`config.mk`:
```
export PLATFORM = sky130hd
export DESIGN_NAME = gic_div_chain
export DESIGN_NICKNAME = d
export VERILOG_FILES = /design/src/rtl/gic_div_cell.sv /design/src/rtl/gic_div_chain.sv
export SDC_FILE = /design/constraint.sdc
export NUM_CORES = 2
export LEC_CHECK = 0
export ABC_CLOCK_PERIOD_IN_PS = 8750
export BUFFER_PORTS_ARGS = -buffer_cell sky130_fd_sc_hd__buf_4
export CAP_MARGIN = 40
export CORE_AREA = 2 2 454 456
export CTS_BUF_LIST = sky130_fd_sc_hd__clkbuf_4
export CTS_CLUSTER_DIAMETER = 40
export CTS_CLUSTER_SIZE = 16
export DETAILED_ROUTE_END_ITERATION = 8
export DIE_AREA = 0 0 456 458
export GPL_ROUTABILITY_DRIVEN = 0
export GPL_TIMING_DRIVEN = 0
export PLACE_DENSITY_LB_ADDON = 0.3
export SLEW_MARGIN = 20
export SYNTH_ARGS = -nofsm -noshare
export SYNTH_HDL_FRONTEND = slang
export SYNTH_SLANG_ARGS = --single-unit
```
`constraint.sdc`:
```
create_clock -name clk -period 8.75 [get_ports clk]
set_input_delay 0.4375 -clock clk [delete_from_list [all_inputs] [get_ports clk]]
set_output_delay 0.4375 -clock clk [all_outputs]
set_load 0.01 [all_outputs]
```
`src/rtl/gic_div_cell.sv`:
```
`timescale 1ns / 1ps
// ----------------------------------------------------------------------------
// gic_div_cell
// One restoring-division step for LANES lanes: shift in one dividend bit,
// subtract when possible, shift in one quotient bit.
// ----------------------------------------------------------------------------
module gic_div_cell #(
  parameter int LANES = 1,
  parameter int DW    = 24,
  parameter int VW    = 36,
  parameter int SW    = 8
) (
  input  logic                clk,
  input  logic                rst_n,
  input  logic                en,
  input  logic                in_valid,
  input  logic [LANES*DW-1:0] in_rem,
  input  logic [LANES*DW-1:0] in_dvd,
  input  logic [LANES*DW-1:0] in_quo,
  input  logic [LANES*VW-1:0] in_div,
  input  logic [SW-1:0]       in_side,
  output logic                out_valid,
  output logic [LANES*DW-1:0] out_rem,
  output logic [LANES*DW-1:0] out_dvd,
  output logic [LANES*DW-1:0] out_quo,
  output logic [LANES*VW-1:0] out_div,
  output logic [SW-1:0]       out_side
);

  localparam int CW = (DW + 1 > VW) ? DW + 1 : VW;

  logic                valid_r;
  logic [LANES*DW-1:0] rem_r, rem_nxt;
  logic [LANES*DW-1:0] dvd_r, dvd_nxt;
  logic [LANES*DW-1:0] quo_r, quo_nxt;
  logic [LANES*VW-1:0] div_r;
  logic [SW-1:0]       side_r;

  for (genvar l = 0; l < LANES; l++) begin : g_lane
    logic [CW-1:0] trial;
    logic [CW-1:0] dsr;
    logic          fits;
    assign trial = CW'({in_rem[l*DW +: DW], in_dvd[l*DW + DW - 1]});
    assign dsr   = CW'(in_div[l*VW +: VW]);
    assign fits  = (trial >= dsr);
    assign rem_nxt[l*DW +: DW] = fits ? DW'(trial - dsr) : DW'(trial);
    assign dvd_nxt[l*DW +: DW] = {in_dvd[l*DW +: DW-1], 1'b0};
    assign quo_nxt[l*DW +: DW] = {in_quo[l*DW +: DW-1], fits};
  end

  always_ff @(posedge clk) begin
    if (!rst_n) begin
      valid_r <= 1'b0;
    end else if (en) begin
      valid_r <= in_valid;
    end
  end

  always_ff @(posedge clk) begin
    if (en) begin
      rem_r  <= rem_nxt;
      dvd_r  <= dvd_nxt;
      quo_r  <= quo_nxt;
      div_r  <= in_div;
      side_r <= in_side;
    end
  end

  assign out_valid = valid_r;
  assign out_rem   = rem_r;
  assign out_dvd   = dvd_r;
  assign out_quo   = quo_r;
  assign out_div   = div_r;
  assign out_side  = side_r;

endmodule

```
`src/rtl/gic_div_chain.sv`:
```
`timescale 1ns / 1ps
// ----------------------------------------------------------------------------
// gic_div_chain
// Row of DW division cells; a word leaves with full quotient and remainder.
// ----------------------------------------------------------------------------
module gic_div_chain #(
  parameter int LANES = 1,
  parameter int DW    = 24,
  parameter int VW    = 36,
  parameter int SW    = 8
) (
  input  logic                clk,
  input  logic                rst_n,
  input  logic                en,
  input  logic                in_valid,
  input  logic [LANES*DW-1:0] in_dvd,
  input  logic [LANES*VW-1:0] in_div,
  input  logic [SW-1:0]       in_side,
  output logic                out_valid,
  output logic [LANES*DW-1:0] out_rem,
  output logic [LANES*DW-1:0] out_quo,
  output logic [SW-1:0]       out_side
);

  logic                v_w    [0:DW];
  logic [LANES*DW-1:0] rem_w  [0:DW];
  logic [LANES*DW-1:0] dvd_w  [0:DW];
  logic [LANES*DW-1:0] quo_w  [0:DW];
  logic [LANES*VW-1:0] div_w  [0:DW];
  logic [SW-1:0]       side_w [0:DW];

  assign v_w[0]    = in_valid;
  assign rem_w[0]  = '0;
  assign dvd_w[0]  = in_dvd;
  assign quo_w[0]  = '0;
  assign div_w[0]  = in_div;
  assign side_w[0] = in_side;

  for (genvar i = 0; i < DW; i++) begin : g_cell
    gic_div_cell #(
      .LANES(LANES), .DW(DW), .VW(VW), .SW(SW)
    ) u_cell (
      .clk      (clk),
      .rst_n    (rst_n),
      .en       (en),
      .in_valid (v_w[i]),
      .in_rem   (rem_w[i]),
      .in_dvd   (dvd_w[i]),
      .in_quo   (quo_w[i]),
      .in_div   (div_w[i]),
      .in_side  (side_w[i]),
      .out_valid(v_w[i+1]),
      .out_rem  (rem_w[i+1]),
      .out_dvd  (dvd_w[i+1]),
      .out_quo  (quo_w[i+1]),
      .out_div  (div_w[i+1]),
      .out_side (side_w[i+1])
    );
  end

  assign out_valid = v_w[DW];
  assign out_rem   = rem_w[DW];
  assign out_quo   = quo_w[DW];
  assign out_side  = side_w[DW];

endmodule

```
==> flow_summary.ini <==
[timing]
fin_crit_ns = 4.53
finalCritPeriodShare_pct = 51.8
hold_violations = 0
slew_headroom_pct = 39.6
grt_setup_unrepaired = false
tns_ns = 0
setup_viol = 0
clock_skew_ns = 0.147
worst_slew_pin_slew_ns = 0.899
max_freq_mhz = 221
drv_slew = 0

[floorplan]
start_util_pct = 49.9
core_area_um2 = 204000
rows = 166
io_pins = 129
die-width_um = 456
dieArea_um2 = 209000
die_h_um = 458

[logic_synthesis]
syn_nets = 8235
synth_compound_area_share_pct = 10.2
syn-cell-area_um2 = 102000
syn_inst = 7563
muxShareOfSynthArea_pct = 3.27
synth_seq_cells = 2196
synth_ff_type = edfxtp_1
ys_types = 97
ys_warn_count = 0
yosys.area_share.simple_pct = 7.23
synth_top_family_by_area = compound AO/OA/AOI/OAI gates
synth_fa_ha_area_share_pct = 7.56
synth_xor_area_share_pct = 3.89
synth.avg_cell_area_um2 = 13.4
async_flop_share_pct = 0
yosysSeqAreaShare_pct = 64.7
synth_edf_count = 2172

[cells_and_area]
post_route_cells_drive_above_1_share_pct = 12.9
fillers = 16200
post-route-util_pct = 55.6
area_delta_synth_final_pct = 11.5
fin_nets = 8878

[route]
drtIter0Drc = 4103
post_drt_wl_per_cell_um = 17.3
first_pass_iters = 8
drc = 0
wirelength_um = 193000
antenna_left = 0
vias_per_cell = 5.44
vias = 60800

[cts]
cts_setup_buffers = 0
clk_pin_slew_ns = 0.12
hold_buffers = 143
cts_inserted_buffers = 343
root_buffer = clkbuf_4
clock_path_buffers = 4
ctsResizeCount = 0
cts_max_level = 5
cts_tree = built
clk_latency_ns = 1.41
cts_sinks = 2196

[global_route]
grt_pass1_vias = 62400
overflow = 0
grt_pass1_wl_um = 310000
track_usage_pct = 18.3
antenna_found_initial = 2
grt_max_degree = 162

[flow_run]
max_cap_viol_count = 0

[setup_path]
path_delay_family = compound AO/OA/AOI/OAI gates
arrival_ns = 5.56
end_kind = flop
crit_slowest_cell = a2111oi_4
path_cells = ha_1, fa_1, nor2b_1, o31ai_1, a21oi_1, a31oi_1, o221ai_2, a41oi_2, o21ai_2, nand2_2, a2111oi_4, buf_6, mux2_4
required_ns = 9.78
path_class = flop to flop
path_max_fanout = 10
start_kind = flop
max_stage_delay_ns = 0.70
worst-path-buf-inv = 1

[placed_design]
hpwl_um = 139000
numPortBuffers = 128

[pwr]
vdd_ir_drop_max_mv = 0.167
pwr_density_cell_nw_per_um2 = 199
p_leak_nw = 44.6
total_power_w = 0.0226

[min_path]
hp-class = input port to flop

[status]
status = complete, no violations
[path summary, 6_finish.rpt]
path / from / to / slack, ns / cells past startpoint
setup / recovery: g_cell[8].u_cell.out_div[0] / g_cell[9].u_cell.out_rem[6] / 4.22 / 13
hold reg to reg: g_cell[7].u_cell.out_dvd[13] / g_cell[8].u_cell.out_dvd[14] / 0.39 / 0
hold / removal: in_div[10] / g_cell[0].u_cell.out_rem[5] / 0.23 / 6
setup reg to reg: g_cell[8].u_cell.out_div[0] / g_cell[9].u_cell.out_rem[6] / 4.22 / 13
[power breakdown]
part	internal (W)	total, W	switching [W]
clock network	0.00335	0.00744	0.00409
logic	0.00111	0.00262	0.00151
registers	0.0122	0.0125	0.000284
[through the flow]
step | setup slack [ns] | instance area, µm² | hold WS [ns] | cells
after floorplan | 5.40 | 102000 | 0.400 | 7563
after global placement | -11.86 | 106000 | 0.401 | 10400
after detailed placement | 4.11 | 106000 | 0.405 | 10400
after CTS | 4.09 | 113000 | 0.00352 | 11200
after global routing | 3.97 | 113000 | 0.112 | 11200
final | 4.22 | 113000 | 0.225 | 11200
[Yosys cell counts (all sizes together), types with 73 or more instances]
| cell type | n | area (µm²) |
|---|---|---|
| xor2 | 179 | 1570 |
| xnor2 | 272 | 2380 |
| nand2 | 533 | 2010 |
| nand4 | 76 | 482 |
| nand2b | 82 | 513 |
| a21oi | 452 | 2300 |
| edfxtp | 2172 | 65200 |
| nand3 | 111 | 556 |
| a21o | 220 | 1650 |
| o21ai | 554 | 2800 |
| mux2 | 242 | 2820 |
| nor4 | 73 | 463 |
| inv | 703 | 2640 |
| ha | 577 | 7220 |
| nor2 | 286 | 1080 |
| nor2b | 108 | 676 |
| nor3 | 100 | 500 |
[logic make-up (layout without fill, tap and decap cells)]
| group | Yosys count | count (layout) |
|---|---|---|
| AOI/OAI and AO/OA | 1675 | 1675 |
| DFF | 2196 | 2196 |
| buffers and inverters | 823 | 1731 |
| muxes | 292 | 292 |
| other | 0 | 5 |
| xor gates and xnor gates | 451 | 451 |
| adders and majority gates | 600 | 600 |
| and+or+nand+nor | 1526 | 1526 |
[sequential cells by signal, indices dropped and copies added (netlist names)]
register                 cells
g_cell.u_cell.out_dvd      276
g_cell.u_cell.out_side     192
g_cell.u_cell.out_div      828
g_cell.u_cell.out_quo      300
g_cell.u_cell.out_valid     24
g_cell.u_cell.out_rem      576
[cells in the final DEF (no fill, tap or decap), types with 108 or more instances in the layout]
master	instances
clkbuf_4	380
nor2b_1	108
a21oi_1	444
o21ai_0	529
inv_1	703
nor2_1	285
nand2_1	531
dlygate4sd3_1	142
buf_4	133
nand3_1	111
a21o_1	220
ha_1	577
edfxtp_1	2172
xnor2_1	272
mux2_2	209
xor2_1	179
[tightest hold or removal path, cell delays in order]
cell and delay, ns:
dlygate4sd3_1 0.53, buf_4 0.11, nor4_1 0.04, nand4_1 0.08, nor3_1 0.13, a21boi_0 0.15
[area by class of cell]
type | count | area [µm²] | share of cell area (%)
timing repair buffer | 298 | 2940 | 2.59
multi-input combinational | 4544 | 32700 | 28.9
antenna | 5 | 12.5 | 0.0110
clock inverter | 231 | 2540 | 2.25
buffer | 120 | 576 | 0.508
clock buffer | 379 | 2850 | 2.51
sequential | 2196 | 65700 | 58.0
inverter | 703 | 2640 | 2.33
tap | 2688 | 3360 | 2.97
[routing by layer]
layer | vias to the layer above | global-route usage, % | part of all wire (%)
met3 | 547 | 3.42 | 4.2
met4 | 0 | 10.4 | 5.2
met5 | - | 0 | 0
met1 | 29200 | 19.1 | 37
met2 | 1476 | 34.4 | 53
li1 | 29600 | - | -
Power figures use the tool's default switching activity.
